**config.mk**
```make
export PLATFORM = sky130hd
export DESIGN_NAME = pid_antiwindup_controller
export DESIGN_NICKNAME = d
export VERILOG_FILES = /design/src/rtl/pac_pkg.sv /design/src/rtl/pac_mdu.sv /design/src/rtl/pid_antiwindup_controller.sv
export SDC_FILE = /design/constraint.sdc
export NUM_CORES = 2
export LEC_CHECK = 0
export BUFFER_PORTS_ARGS = -buffer_cell sky130_fd_sc_hd__buf_2
export CAP_MARGIN = 5
export CORE_MARGIN = 1.5
export CORE_UTILIZATION = 40
export DETAILED_ROUTE_END_ITERATION = 12
export GPL_ROUTABILITY_DRIVEN = 0
export HOLD_SLACK_MARGIN = 0.03
export SYNTH_ARGS = -nofsm -noshare
export SYNTH_HDL_FRONTEND = slang
export SYNTH_SLANG_ARGS = --single-unit
```
**constraint.sdc**
```tcl
create_clock -name clk -period 13.1 [get_ports clk]
set_input_delay 1.31 -clock clk [delete_from_list [all_inputs] [get_ports clk]]
set_output_delay 1.31 -clock clk [all_outputs]
set_load 0.05 [all_outputs]
```
**src/rtl/pac_pkg.sv**
```systemverilog
package pac_pkg;

    localparam int FRAC_BITS = 16;
    // dividend is |diff| (33 bits) shifted up by the fraction bits
    localparam int DIV_W     = 33 + FRAC_BITS;
    localparam int MUL_STEPS = 32;
    localparam int CNT_W     = $clog2(DIV_W + 1);

    typedef enum logic [1:0] {
        MODE_UPDATE   = 2'd0,
        MODE_RESET    = 2'd1,
        MODE_ARM      = 2'd2,
        MODE_RESERVED = 2'd3
    } mode_t;

    typedef enum logic [1:0] {
        ST_OK        = 2'd0,
        ST_SAT       = 2'd1,
        ST_NOT_ARMED = 2'd2,
        ST_INVALID   = 2'd3
    } status_t;

    typedef enum logic {
        OP_MUL = 1'b0,
        OP_DIV = 1'b1
    } mdu_op_t;

    typedef struct packed {
        logic    start;
        mdu_op_t op;
        logic    neg;
    } mdu_req_t;

    typedef struct packed {
        logic busy;
        logic done;
    } mdu_stat_t;

    function automatic logic signed [31:0] sat32(input logic signed [65:0] v);
        logic signed [31:0] r;
        if (v[65:31] != {35{v[65]}})
            r = v[65] ? 32'sh8000_0000 : 32'sh7FFF_FFFF;
        else
            r = v[31:0];
        return r;
    endfunction

endpackage

```
**src/rtl/pac_mdu.sv**
```systemverilog
module pac_mdu (
    input  logic                    clk,
    input  logic                    rst_n,
    input  pac_pkg::mdu_req_t       req,
    input  logic signed [31:0]      a,
    input  logic        [31:0]      b,
    input  logic signed [32:0]      diff,
    output pac_pkg::mdu_stat_t      stat,
    output logic signed [31:0]      result
);

    localparam logic [pac_pkg::CNT_W-1:0] MUL_LAST =
        pac_pkg::CNT_W'(pac_pkg::MUL_STEPS - 1);
    localparam logic [pac_pkg::CNT_W-1:0] DIV_LAST =
        pac_pkg::CNT_W'(pac_pkg::DIV_W - 1);

    logic                          busy_reg;
    logic                          done_reg;
    pac_pkg::mdu_op_t              op_reg;
    logic                          neg_reg;
    logic [pac_pkg::CNT_W-1:0]     cnt_reg;
    logic signed [63:0]            acc_reg;
    logic [63:0]                   mcand_reg;
    logic [31:0]                   mplier_reg;
    logic [31:0]                   rem_reg;
    logic [pac_pkg::DIV_W-1:0]     quo_reg;

    logic [32:0]                   mag;
    logic [32:0]                   sh;
    logic [32:0]                   trial;
    logic                          ge;
    logic signed [63:0]            shv;
    logic signed [65:0]            mul_ext;
    logic signed [65:0]            div_ext;
    logic [pac_pkg::CNT_W-1:0]     last;

    assign mag   = diff[32] ? 33'(-diff) : 33'(diff);
    assign sh    = {rem_reg, quo_reg[pac_pkg::DIV_W-1]};
    assign trial = sh - {1'b0, mplier_reg};
    assign ge    = sh >= {1'b0, mplier_reg};
    assign last  = (op_reg == pac_pkg::OP_MUL) ? MUL_LAST : DIV_LAST;

    // floor shift of the product, then optional negation
    assign shv     = acc_reg >>> pac_pkg::FRAC_BITS;
    assign mul_ext = neg_reg ? -{{2{shv[63]}}, shv} : {{2{shv[63]}}, shv};
    assign div_ext = neg_reg ? -$signed({{(66 - pac_pkg::DIV_W){1'b0}}, quo_reg})
                             :  $signed({{(66 - pac_pkg::DIV_W){1'b0}}, quo_reg});

    assign result = (op_reg == pac_pkg::OP_MUL) ? pac_pkg::sat32(mul_ext)
                                                : pac_pkg::sat32(div_ext);
    assign stat.busy = busy_reg;
    assign stat.done = done_reg;

    always_ff @(posedge clk or negedge rst_n)
    begin
        if (!rst_n)
        begin
            busy_reg <= 1'b0;
            done_reg <= 1'b0;
            cnt_reg  <= '0;
            op_reg   <= pac_pkg::OP_MUL;
            neg_reg  <= 1'b0;
        end
        else
        begin
            done_reg <= 1'b0;
            if (req.start)
            begin
                busy_reg <= 1'b1;
                cnt_reg  <= '0;
                op_reg   <= req.op;
                if (req.op == pac_pkg::OP_MUL)
                begin
                    neg_reg    <= req.neg;
                    acc_reg    <= '0;
                    mcand_reg  <= {{32{a[31]}}, a};
                    mplier_reg <= b;
                end
                else
                begin
                    neg_reg    <= diff[32];
                    rem_reg    <= '0;
                    quo_reg    <= {mag, {pac_pkg::FRAC_BITS{1'b0}}};
                    mplier_reg <= b;
                end
            end
            else if (busy_reg)
            begin
                if (op_reg == pac_pkg::OP_MUL)
                begin
                    if (mplier_reg[0])
                        acc_reg <= acc_reg + $signed(mcand_reg);
                    mcand_reg  <= {mcand_reg[62:0], 1'b0};
                    mplier_reg <= {1'b0, mplier_reg[31:1]};
                end
                else
                begin
                    rem_reg <= ge ? trial[31:0] : sh[31:0];
                    quo_reg <= {quo_reg[pac_pkg::DIV_W-2:0], ge};
                end
                cnt_reg <= cnt_reg + 1'b1;
                if (cnt_reg == last)
                begin
                    busy_reg <= 1'b0;
                    done_reg <= 1'b1;
                end
            end
        end
    end

endmodule

```
**src/rtl/pid_antiwindup_controller.sv**
```systemverilog
// Update with measurement history: four multiplies and a divide on one shared unit,
// each with its hand-off, then a commit step and a register step.
// Update without history: three multiplies, then the commit and register steps;
// other modes and rejected updates go straight to the register step.
// One request at a time: the next is taken the cycle after the result is registered.
// Reset (asynchronous, active low) clears integrator and history, disarms,
// and loads the register reset values into registers and snapshot.
module pid_antiwindup_controller (
    input  logic               clk,
    input  logic               rst_n,
    input  logic               psel,
    input  logic               penable,
    input  logic               pwrite,
    input  logic [4:0]         paddr,
    input  logic [31:0]        pwdata,
    output logic [31:0]        prdata,
    output logic               pready,
    input  logic               in_valid,
    output logic               in_ready,
    input  logic [1:0]         mode,
    input  logic signed [31:0] setpoint,
    input  logic signed [31:0] measurement,
    input  logic [31:0]        dt,
    output logic               out_valid,
    input  logic               out_ready,
    output logic signed [31:0] command,
    output logic [1:0]         status,
    output logic signed [31:0] integrator
);

    typedef enum logic [2:0] {
        REG_KP   = 3'd0,
        REG_KI   = 3'd1,
        REG_KD   = 3'd2,
        REG_OMIN = 3'd3,
        REG_OMAX = 3'd4,
        REG_IMIN = 3'd5,
        REG_IMAX = 3'd6,
        REG_MDT  = 3'd7
    } reg_idx_t;

    typedef enum logic [2:0] {
        S_IDLE, S_P, S_KI, S_DT, S_DIV, S_KD, S_FIN, S_EMIT
    } state_t;

    localparam logic signed [31:0] LIM_RST = 32'sd1 <<< pac_pkg::FRAC_BITS;

    logic [30:0]        kp_reg, ki_reg, kd_reg;
    logic signed [31:0] omin_reg, omax_reg, imin_reg, imax_reg;
    logic [31:0]        mdt_reg;

    logic [30:0]        sn_kp_reg, sn_ki_reg, sn_kd_reg;
    logic signed [31:0] sn_omin_reg, sn_omax_reg, sn_imin_reg, sn_imax_reg;

    state_t             state_reg;
    logic signed [31:0] acc_reg;
    logic signed [31:0] last_meas_reg;
    logic               hist_reg;
    logic               armed_reg;
    logic signed [31:0] err_reg;
    logic signed [31:0] meas_reg;
    logic [31:0]        dt_reg;
    logic signed [31:0] p_reg, step_reg, d_reg;
    logic signed [31:0] res_cmd_reg;
    pac_pkg::status_t   res_status_reg;
    logic               out_valid_reg;
    logic signed [31:0] out_cmd_reg;
    logic [1:0]         out_status_reg;
    logic signed [31:0] out_int_reg;

    pac_pkg::mdu_req_t  req_reg;
    logic signed [31:0] op_a_reg;
    logic [31:0]        op_b_reg;
    pac_pkg::mdu_stat_t mdu_stat;
    logic signed [31:0] mdu_res;

    logic               wr_en;
    logic signed [32:0] err_wide;
    logic signed [31:0] err_now;
    logic               cfg_ok;
    logic signed [32:0] diff;
    logic signed [32:0] sum1;
    logic signed [31:0] cand;
    logic signed [33:0] unsat;
    logic signed [31:0] cmd_c;
    logic               push_max, push_min;
    logic               accept;

    assign pready   = 1'b1;
    assign wr_en    = psel & penable & pwrite & pready;
    assign in_ready = (state_reg == S_IDLE);
    assign accept   = in_valid & in_ready;

    assign out_valid  = out_valid_reg;
    assign command    = out_cmd_reg;
    assign status     = out_status_reg;
    assign integrator = out_int_reg;

    always_comb
    begin
        unique case (reg_idx_t'(paddr[4:2]))
            REG_KP:   prdata = {1'b0, kp_reg};
            REG_KI:   prdata = {1'b0, ki_reg};
            REG_KD:   prdata = {1'b0, kd_reg};
            REG_OMIN: prdata = omin_reg;
            REG_OMAX: prdata = omax_reg;
            REG_IMIN: prdata = imin_reg;
            REG_IMAX: prdata = imax_reg;
            REG_MDT:  prdata = mdt_reg;
        endcase
    end

    always_ff @(posedge clk or negedge rst_n)
    begin
        if (!rst_n)
        begin
            kp_reg   <= '0;
            ki_reg   <= '0;
            kd_reg   <= '0;
            omin_reg <= -LIM_RST;
            omax_reg <= LIM_RST;
            imin_reg <= -LIM_RST;
            imax_reg <= LIM_RST;
            mdt_reg  <= LIM_RST;
        end
        else if (wr_en)
        begin
            unique case (reg_idx_t'(paddr[4:2]))
                REG_KP:   kp_reg   <= pwdata[30:0];
                REG_KI:   ki_reg   <= pwdata[30:0];
                REG_KD:   kd_reg   <= pwdata[30:0];
                REG_OMIN: omin_reg <= pwdata;
                REG_OMAX: omax_reg <= pwdata;
                REG_IMIN: imin_reg <= pwdata;
                REG_IMAX: imax_reg <= pwdata;
                REG_MDT:  mdt_reg  <= pwdata;
            endcase
        end
    end

    assign err_wide = {setpoint[31], setpoint} - {measurement[31], measurement};
    assign err_now  = pac_pkg::sat32({{33{err_wide[32]}}, err_wide});
    assign cfg_ok   = (omin_reg < omax_reg) && (imin_reg < imax_reg)
                      && (imin_reg <= 0) && (imax_reg >= 0);
    assign diff     = {meas_reg[31], meas_reg} - {last_meas_reg[31], last_meas_reg};

    // integrator candidate, then the unclamped and clamped command and the windup flags
    always_comb
    begin
        sum1 = {acc_reg[31], acc_reg} + {step_reg[31], step_reg};
        if (sum1 < $signed({sn_imin_reg[31], sn_imin_reg}))
            cand = sn_imin_reg;
        else if (sum1 > $signed({sn_imax_reg[31], sn_imax_reg}))
            cand = sn_imax_reg;
        else
            cand = sum1[31:0];
        unsat = {{2{p_reg[31]}}, p_reg} + {{2{cand[31]}}, cand}
                + {{2{d_reg[31]}}, d_reg};
        if (unsat < $signed({{2{sn_omin_reg[31]}}, sn_omin_reg}))
            cmd_c = sn_omin_reg;
        else if (unsat > $signed({{2{sn_omax_reg[31]}}, sn_omax_reg}))
            cmd_c = sn_omax_reg;
        else
            cmd_c = unsat[31:0];
        push_max = (unsat > $signed({{2{sn_omax_reg[31]}}, sn_omax_reg}))
                   && !err_reg[31] && (err_reg != 0);
        push_min = (unsat < $signed({{2{sn_omin_reg[31]}}, sn_omin_reg}))
                   && err_reg[31];
    end

    pac_mdu u_mdu (
        .clk    (clk),
        .rst_n  (rst_n),
        .req    (req_reg),
        .a      (op_a_reg),
        .b      (op_b_reg),
        .diff   (diff),
        .stat   (mdu_stat),
        .result (mdu_res)
    );

    always_ff @(posedge clk or negedge rst_n)
    begin
        if (!rst_n)
        begin
            state_reg      <= S_IDLE;
            acc_reg        <= '0;
            last_meas_reg  <= '0;
            hist_reg       <= 1'b0;
            armed_reg      <= 1'b0;
            sn_kp_reg      <= '0;
            sn_ki_reg      <= '0;
            sn_kd_reg      <= '0;
            sn_omin_reg    <= -LIM_RST;
            sn_omax_reg    <= LIM_RST;
            sn_imin_reg    <= -LIM_RST;
            sn_imax_reg    <= LIM_RST;
            req_reg        <= '0;
            out_valid_reg  <= 1'b0;
            res_status_reg <= pac_pkg::ST_OK;
        end
        else
        begin
            req_reg.start <= 1'b0;
            if (out_valid_reg && out_ready)
                out_valid_reg <= 1'b0;

            unique case (state_reg)
                S_IDLE:
                begin
                    if (accept)
                    begin
                        res_cmd_reg <= '0;
                        meas_reg    <= measurement;
                        dt_reg      <= dt;
                        err_reg     <= err_now;
                        state_reg   <= S_EMIT;
                        unique case (pac_pkg::mode_t'(mode))
                            pac_pkg::MODE_ARM:
                            begin
                                if (cfg_ok)
                                begin
                                    sn_kp_reg      <= kp_reg;
                                    sn_ki_reg      <= ki_reg;
                                    sn_kd_reg      <= kd_reg;
                                    sn_omin_reg    <= omin_reg;
                                    sn_omax_reg    <= omax_reg;
                                    sn_imin_reg    <= imin_reg;
                                    sn_imax_reg    <= imax_reg;
                                    armed_reg      <= 1'b1;
                                    acc_reg        <= '0;
                                    last_meas_reg  <= '0;
                                    hist_reg       <= 1'b0;
                                    res_status_reg <= pac_pkg::ST_OK;
                                end
                                else
                                begin
                                    armed_reg      <= 1'b0;
                                    res_status_reg <= pac_pkg::ST_INVALID;
                                end
                            end
                            pac_pkg::MODE_RESET:
                            begin
                                acc_reg        <= '0;
                                last_meas_reg  <= '0;
                                hist_reg       <= 1'b0;
                                res_status_reg <= pac_pkg::ST_OK;
                            end
                            pac_pkg::MODE_RESERVED:
                                res_status_reg <= pac_pkg::ST_INVALID;
                            pac_pkg::MODE_UPDATE:
                            begin
                                if (!armed_reg)
                                    res_status_reg <= pac_pkg::ST_NOT_ARMED;
                                else if (dt == 0 || dt > mdt_reg)
                                    res_status_reg <= pac_pkg::ST_INVALID;
                                else
                                begin
                                    req_reg   <= '{start: 1'b1, op: pac_pkg::OP_MUL,
                                                   neg: 1'b0};
                                    op_a_reg  <= err_now;
                                    op_b_reg  <= {1'b0, sn_kp_reg};
                                    state_reg <= S_P;
                                end
                            end
                        endcase
                    end
                end
                S_P:
                begin
                    if (mdu_stat.done)
                    begin
                        p_reg     <= mdu_res;
                        req_reg   <= '{start: 1'b1, op: pac_pkg::OP_MUL, neg: 1'b0};
                        op_a_reg  <= err_reg;
                        op_b_reg  <= {1'b0, sn_ki_reg};
                        state_reg <= S_KI;
                    end
                end
                S_KI:
                begin
                    if (mdu_stat.done)
                    begin
                        req_reg   <= '{start: 1'b1, op: pac_pkg::OP_MUL, neg: 1'b0};
                        op_a_reg  <= mdu_res;
                        op_b_reg  <= dt_reg;
                        state_reg <= S_DT;
                    end
                end
                S_DT:
                begin
                    if (mdu_stat.done)
                    begin
                        step_reg <= mdu_res;
                        if (hist_reg)
                        begin
                            req_reg   <= '{start: 1'b1, op: pac_pkg::OP_DIV, neg: 1'b0};
                            op_b_reg  <= dt_reg;
                            state_reg <= S_DIV;
                        end
                        else
                        begin
                            d_reg     <= '0;
                            state_reg <= S_FIN;
                        end
                    end
                end
                S_DIV:
                begin
                    if (mdu_stat.done)
                    begin
                        // derivative acts against the measurement change
                        req_reg   <= '{start: 1'b1, op: pac_pkg::OP_MUL, neg: 1'b1};
                        op_a_reg  <= mdu_res;
                        op_b_reg  <= {1'b0, sn_kd_reg};
                        state_reg <= S_KD;
                    end
                end
                S_KD:
                begin
                    if (mdu_stat.done)
                    begin
                        d_reg     <= mdu_res;
                        state_reg <= S_FIN;
                    end
                end
                S_FIN:
                begin
                    if (!push_max && !push_min)
                        acc_reg <= cand;
                    last_meas_reg  <= meas_reg;
                    hist_reg       <= 1'b1;
                    res_cmd_reg    <= cmd_c;
                    res_status_reg <= ({{2{cmd_c[31]}}, cmd_c} != unsat) ?
                                      pac_pkg::ST_SAT : pac_pkg::ST_OK;
                    state_reg      <= S_EMIT;
                end
                S_EMIT:
                begin
                    // hold until the output slot is free
                    if (!out_valid_reg || out_ready)
                    begin
                        out_valid_reg  <= 1'b1;
                        out_cmd_reg    <= res_cmd_reg;
                        out_status_reg <= res_status_reg;
                        out_int_reg    <= acc_reg;
                        state_reg      <= S_IDLE;
                    end
                end
            endcase
        end
    end

    a_ready_unit_idle: assert property (@(posedge clk) disable iff (!rst_n)
        in_ready |-> !mdu_stat.busy)
        else $error("request taken while arithmetic unit busy");

    a_disarm_by_arm: assert property (@(posedge clk) disable iff (!rst_n)
        $fell(armed_reg) |-> $past(accept && mode == pac_pkg::MODE_ARM))
        else $error("disarmed without an arm request");

    a_hist_after_update: assert property (@(posedge clk) disable iff (!rst_n)
        $rose(hist_reg) |-> $past(state_reg == S_FIN))
        else $error("history set outside an update");

    a_reject_zero_cmd: assert property (@(posedge clk) disable iff (!rst_n)
        (out_valid_reg && (out_status_reg == pac_pkg::ST_NOT_ARMED
                           || out_status_reg == pac_pkg::ST_INVALID))
        |-> (out_cmd_reg == 0))
        else $error("rejected request carries a command");

endmodule
```
Word-level counts from Yosys, hierarchy flattened
Cells that the tools add are included.
W data, S select, Z words.
Storage, ports and cells
  flip-flop bits (word level): 1154
  latch bits: 0
  memory bits (writable): 0
  ROM bits: 0
  bits of input ports: 142
  output and inout port bits: 101
  word-level logic and storage cells: 280
  memories: 0
Cells by class
  add/sub/neg operators: 11
  multipliers: 0
  divide/modulo/power cells: 0
  $lt $le $gt $ge: 10
  equal/unequal tests: 43
  shift-type cells: 0
  mux-type cells: 110
  bitwise operators: 3
  reduce and logical (&&, ||, !) cells: 56
Operators with widths (count)
  $mux W32: 40
  $mux W64: 9
  $pmux W32 S2: 5
  $pmux W32 S8: 1
  $mux W49: 4
  $pmux W32 S5: 1
  $mux W66: 2
  $ne A34 B34 Y1: 3
  $pmux W32 S3: 1
  $add A32 B32 Y33: 2
  $neg A49 Y66: 1
  $neg A66 Y66: 1
  $sub A32 B32 Y33: 2
  $add A64 B64 Y64: 1
  $lt A32 B32 Y1: 2
  $mux W3: 18
  $add A33 B32 Y34: 1
  $gt A34 B32 Y1: 1
  $lt A34 B32 Y1: 1
  $ge A33 B32 Y1: 1
  $gt A33 B32 Y1: 1
  $lt A33 B32 Y1: 1
  $mux W33: 1
  $neg A33 Y33: 1
  46 further kinds: 132

Logic depth before layout (Yosys ltp)
  depth after elaboration: 13
  mapped depth: 49
  gate-level depth less buffers: 44

Cells and area by module
A second synthesis with hierarchy kept.
Second synthesis, totals
  cells, all modules: 6670
  area total of the unflattened synthesis: 69972.1 um^2
Modules (own cells, without submodules)
  pid_antiwindup_controller: instances 1, cells an instance 4647, area each 51064.0 um^2, seq. area each 24454.7 um^2
  pac_mdu: instances 1, cells an instance 2023, area each 18908.1 um^2, seq. area each 7487.2 um^2

Worst setup path before layout
OpenSTA, ideal clock, no wires.
  kind: flip-flop to flip-flop
  start point: reg acc_reg[0]
  end point: reg res_status_reg[0]
  setup time: 0.139 ns
  data arrival time: 11.587 ns
  required time: 12.961 ns
  setup slack: 1.374 ns
  cell stages (with the launch flop): 45
  path buffers: 4
  clock period less this slack: 11.726 ns
  cells stage by stage: dfrtp_1 ha_1 fa_1 a211oi_1 o21ai_0 a221oi_1 o21ai_0 a41oi_1 o211ai_1 a41oi_1 xnor2_1 ha_1 nand4_1 nor2_1 nand3_1 or3_1 o311ai_0 o22a_1 [9 not listed] a211oi_1 o21ai_1 a2111o_1 a311o_1 a21oi_1 xnor2_1 ha_1 nand4_1 or2_2 or4b_2 o41ai_1 mux2_2 clkbuf_1 o21ai_0 o211a_1 or4_1 a2111oi_0 a2bb2oi_1
Between the ends
  cells in the longest elaborated chain, start to end: 12
  elaborated cells on any way between the ends: 14
  those cells by class: add/sub (3); order compare (4); eq/ne (1); mux (6)
Ends and longest elaborated chain
  from (decl): line pid_antiwindup_controller.sv:56  | logic signed [31:0] acc_reg;
  from (signal assigned): line pid_antiwindup_controller.sv:330  | acc_reg <= cand;
  $add A32 B32 Y33 *: line pid_antiwindup_controller.sv:150  | sum1 = {acc_reg[31], acc_reg} + {step_reg[31], step_reg};
  $gt A33 B32 Y1: line pid_antiwindup_controller.sv:153  | else if (sum1 > $signed({sn_imax_reg[31], sn_imax_reg}))
  $mux W32: line pid_antiwindup_controller.sv:153
  $mux W32 *: line pid_antiwindup_controller.sv:151  | if (sum1 < $signed({sn_imin_reg[31], sn_imin_reg}))
  $add A32 B32 Y33 *: line pid_antiwindup_controller.sv:157  | unsat = {{2{p_reg[31]}}, p_reg} + {{2{cand[31]}}, cand}
  $add A33 B32 Y34 *: line pid_antiwindup_controller.sv:158  | + {{2{d_reg[31]}}, d_reg};
  $gt A34 B32 Y1: line pid_antiwindup_controller.sv:161  | else if (unsat > $signed({{2{sn_omax_reg[31]}}, sn_omax_reg}))
  $mux W32: line pid_antiwindup_controller.sv:161
  $mux W32: line pid_antiwindup_controller.sv:159  | if (unsat < $signed({{2{sn_omin_reg[31]}}, sn_omin_reg}))
  $ne A34 B34 Y1 *: line pid_antiwindup_controller.sv:334  | res_status_reg <= ({{2{cmd_c[31]}}, cmd_c} != unsat) ?
  $mux W1 *: line pid_antiwindup_controller.sv:334
  $pmux W2 S2 *: line pid_antiwindup_controller.sv:208  | unique case (state_reg)
  to (signal assigned): line pid_antiwindup_controller.sv:200  | res_status_reg <= pac_pkg::ST_OK;
  to (signal assigned): line pid_antiwindup_controller.sv:234  | res_status_reg <= pac_pkg::ST_OK;
  to (signal assigned): line pid_antiwindup_controller.sv:334
  to (decl): line pid_antiwindup_controller.sv:65  | pac_pkg::status_t res_status_reg;
Mark *: on every way between the ends. The rest lies on a longest branch, timed or not.
A chain may end at the register's enable or synchronous reset.

Worst setup path after layout
Ends and elaborated chain as after synthesis.

==> qor.csv <==
stage,metric,value,unit
routing,via_count,56800,
grt,grt_max_degree,125,
routing,wire_per_inst,24.7,microns
outcome,status,"finished, final reports clean",
timing,rsz0062_at_grt,false,
finish,post-route-util,0.455,
setup_path,crit_fanout,20,
timing,max_slew_margin,0.0626,
timing,worst_pin_slew,1.40,ns
floorplanning,io_pins,243,
yosys,synthesis.area,0.0704,sq mm
setup_path,cp_slowest_stage_delay,0.69,ns
pwr,power,15.8,mW
floorplanning,num_rows,153,
timing,setup_viol,0,
grt,grt-busiest-layer,met2,
yosys,synth-seq-cells,1154,
floorplanning,fp.dieW,423,microns
setup_path,path_delay_family,compound AO/OA/AOI/OAI gates,
pwr,vdd_drop_max,0.000157,V
clocking,clkTransAtPathRegs,0.07,ns
timing,holdWs,0.417,ns
finish,drive_above_1_share,0.157,
clocking,htree_levels,4,
grt,grt_pass1_wl,348000,microns
setup_path,arrival,13.23,ns
yosys,synth_top_area_frac,0.254,
yosys,synth_flop_cell,edfxtp_1,
clocking,insertion_delay,0.81,ns
grt,grt_remaining_overflow,0,
place,numPortBuffers,239,
timing,maxSlewViolCount,0,
setup_path,worstSetupPathType,reg -> reg,
floorplanning,die_y,423,microns
clocking,clk_path_buf_depth,3,
timing,skew,0.0381,ns
grt,grt_use_met2,0.386,
timing,max_freq,79.7,MHz
grt,use_met1,0.363,
clocking,cts_hold_buf,0,
yosys,yosysWarningCount,0,
clocking,cts_root_buf,clkbuf_16,
setup_path,crit_required,13.78,ns
routing,drt-total-wl,236000,microns
yosys,synth_edf_count,595,
routing,drtPass1Iterations,6,
finish,fillers,16200,
clocking,cts_made_buffers,135,
timing,fin_setup_tns,0,ns
setup_path,path_buf_inv,3,
routing,avgViaCountPerCell,5.94,
finish,fin_area,0.0794,sq mm
floorplanning,initial_core_util,0.404,
place,place_area,0.0746,sq mm
floorplanning,core,0.174,sq mm
timing,fin_crit_sh,0.958,
timing,hold_viol_final,0,
yosys,yosysSeqAreaShare,0.453,
finish,final_nets,7747,
yosys,synth_cell_types,94,
setup_path,rrSetupSlack,0.55,ns
clocking,cts_tree,built,
grt,grt_pass1_vias,53700,
place,hpwl,179000,microns
pwr,power.density,199,mW/mm^2
yosys,yosysTopAreaCell,edfxtp_1,
routing,drc_errors,0,
setup_path,cp_slowest_cell,or4b_2,
grt,track_usage,0.257,
hold_path,hold_class,reg -> reg,
pwr,p_leak,33.7,nW
routing,drt_iter0_drc,6211,
grt,met3_usage,0.0575,
routing,detail-route-antenna-nets,0,
timing,min_period,12.55,ns
job,cap_violations,0,
setup_path,path_common_cell,ha_1,
grt,antenna_found_initial,16,
setup_path,cp-end-kind,register,
yosys,synthArstFlopShare,0.484,
setup_path,worstSetupStartpointType,register,
clocking,cts_sinks,1154,
yosys,synth_area_leaders,"edfxtp_1 (25%), dfrtp_1 (17%), ha_1 (8.1%), mux2_2 (5.5%), o21ai_0 (3.7%)",
yosys,syn_inst,6901,
yosys,synth_nets,7537,
finish,synthToLayoutAreaGrowth,12.8,%
floorplanning,dieArea,0.179,sq mm
yosys,synth.avg_cell_area,10.2,sq um
[timing repair]
| item | CTS | global route |
|---|---|---|
| setup buffers | 0 | 2 |
| resized for setup | 0 | 13 |
| setup endpoints to repair | 0 | 64 |
| endpoints found under the hold margin | 0 | 0 |
[cells in the mapped netlist (86+ instances only)]
| cell | n |
|---|---|
| xor2_1 | 86 |
| xnor2_1 | 210 |
| clkbuf_1 | 283 |
| a21o_1 | 177 |
| o21ai_0 | 527 |
| ha_1 | 456 |
| nand2_1 | 552 |
| mux2_2 | 345 |
| dfrtp_1 | 490 |
| nor3_1 | 116 |
| nand4_1 | 89 |
| inv_1 | 495 |
| a211oi_1 | 106 |
| edfxtp_1 | 595 |
| nor2_1 | 545 |
| mux2i_1 | 145 |
| a21oi_1 | 355 |
[worst paths after layout]
| kind | from | endpoint | cells past startpoint |
|---|---|---|---|
| min in group asynchronous | rst_n | last_meas_reg[21] | 1 |
| min | res_cmd_reg[31] | command[31] | 0 |
| min reg2reg | res_cmd_reg[31] | command[31] | 0 |
| max in group asynchronous | rst_n | kd_reg[6] | 3 |
| max reg2reg | acc_reg[0] | res_status_reg[0] | 43 |
| max | acc_reg[0] | res_status_reg[0] | 43 |
[metrics by stage]
| stage | cells | setup WS [ns] |
|---|---|---|
| final | 9559 | 0.550 |
| after global routing | 9551 | 0.0523 |
| after CTS | 9546 | 0.0837 |
| after detailed placement | 9296 | 0.0970 |
| after global placement | 9295 | 0.251 |
| after floorplan | 6901 | 1.37 |
[kinds of logic after synthesis]
logic type,count (synthesis),share of synthesized area
multiplexers,512,0.0828
other,1,0.0000532
buffers and inverters,814,0.0438
flip-flops,1154,0.453
adder cells (fa/ha/maj),497,0.0922
AND/OR/NAND/NOR,1802,0.121
XOR/XNOR,297,0.0371
AO/OA/AOI/OAI,1824,0.170
[placed cells by master (no fill, tap or decap), types with 103 or more instances in the layout]
cell,netlist,final
a211oi_1,106,103
a21o_1,177,177
a21oi_1,355,354
buf_2,4,237
buf_4,1,147
clkbuf_16,0,140
dfrtp_1,490,485
edfxtp_1,595,595
ha_1,456,456
inv_1,495,495
mux2_2,345,345
mux2i_1,145,144
nand2_1,552,552
nor2_1,545,536
nor3_1,116,113
o21ai_0,527,520
xnor2_1,210,210
[report_power, final]
group	leakage, nW	internal, mW	switching (mW)
Clock	2.31	2.34	1.65
Combinational	19.4	2.63	4.56
Sequential	12.1	4.25	0.394
[area by class of cell]
class,count,area [sq um],share of cell area
Multi-Input combinational cell,4933,35600,0.448
Antenna cell,10,25.0,0.000315
Inverter,496,1860,0.0234
Timing Repair Buffer,391,2400,0.0303
Clock buffer,181,3870,0.0487
Sequential cell,1154,32000,0.402
Tap cell,2325,2910,0.0366
Clock inverter,69,823,0.0104
[metal layers]
metal | vias to the layer above | part of all wire
met5 | - | 0.00018
met2 | 2307 | 0.44
met3 | 400 | 0.085
met1 | 28300 | 0.44
met4 | 6 | 0.037
li1 | 25800 | -
No activity file was read; power rests on OpenSTA's default activity.
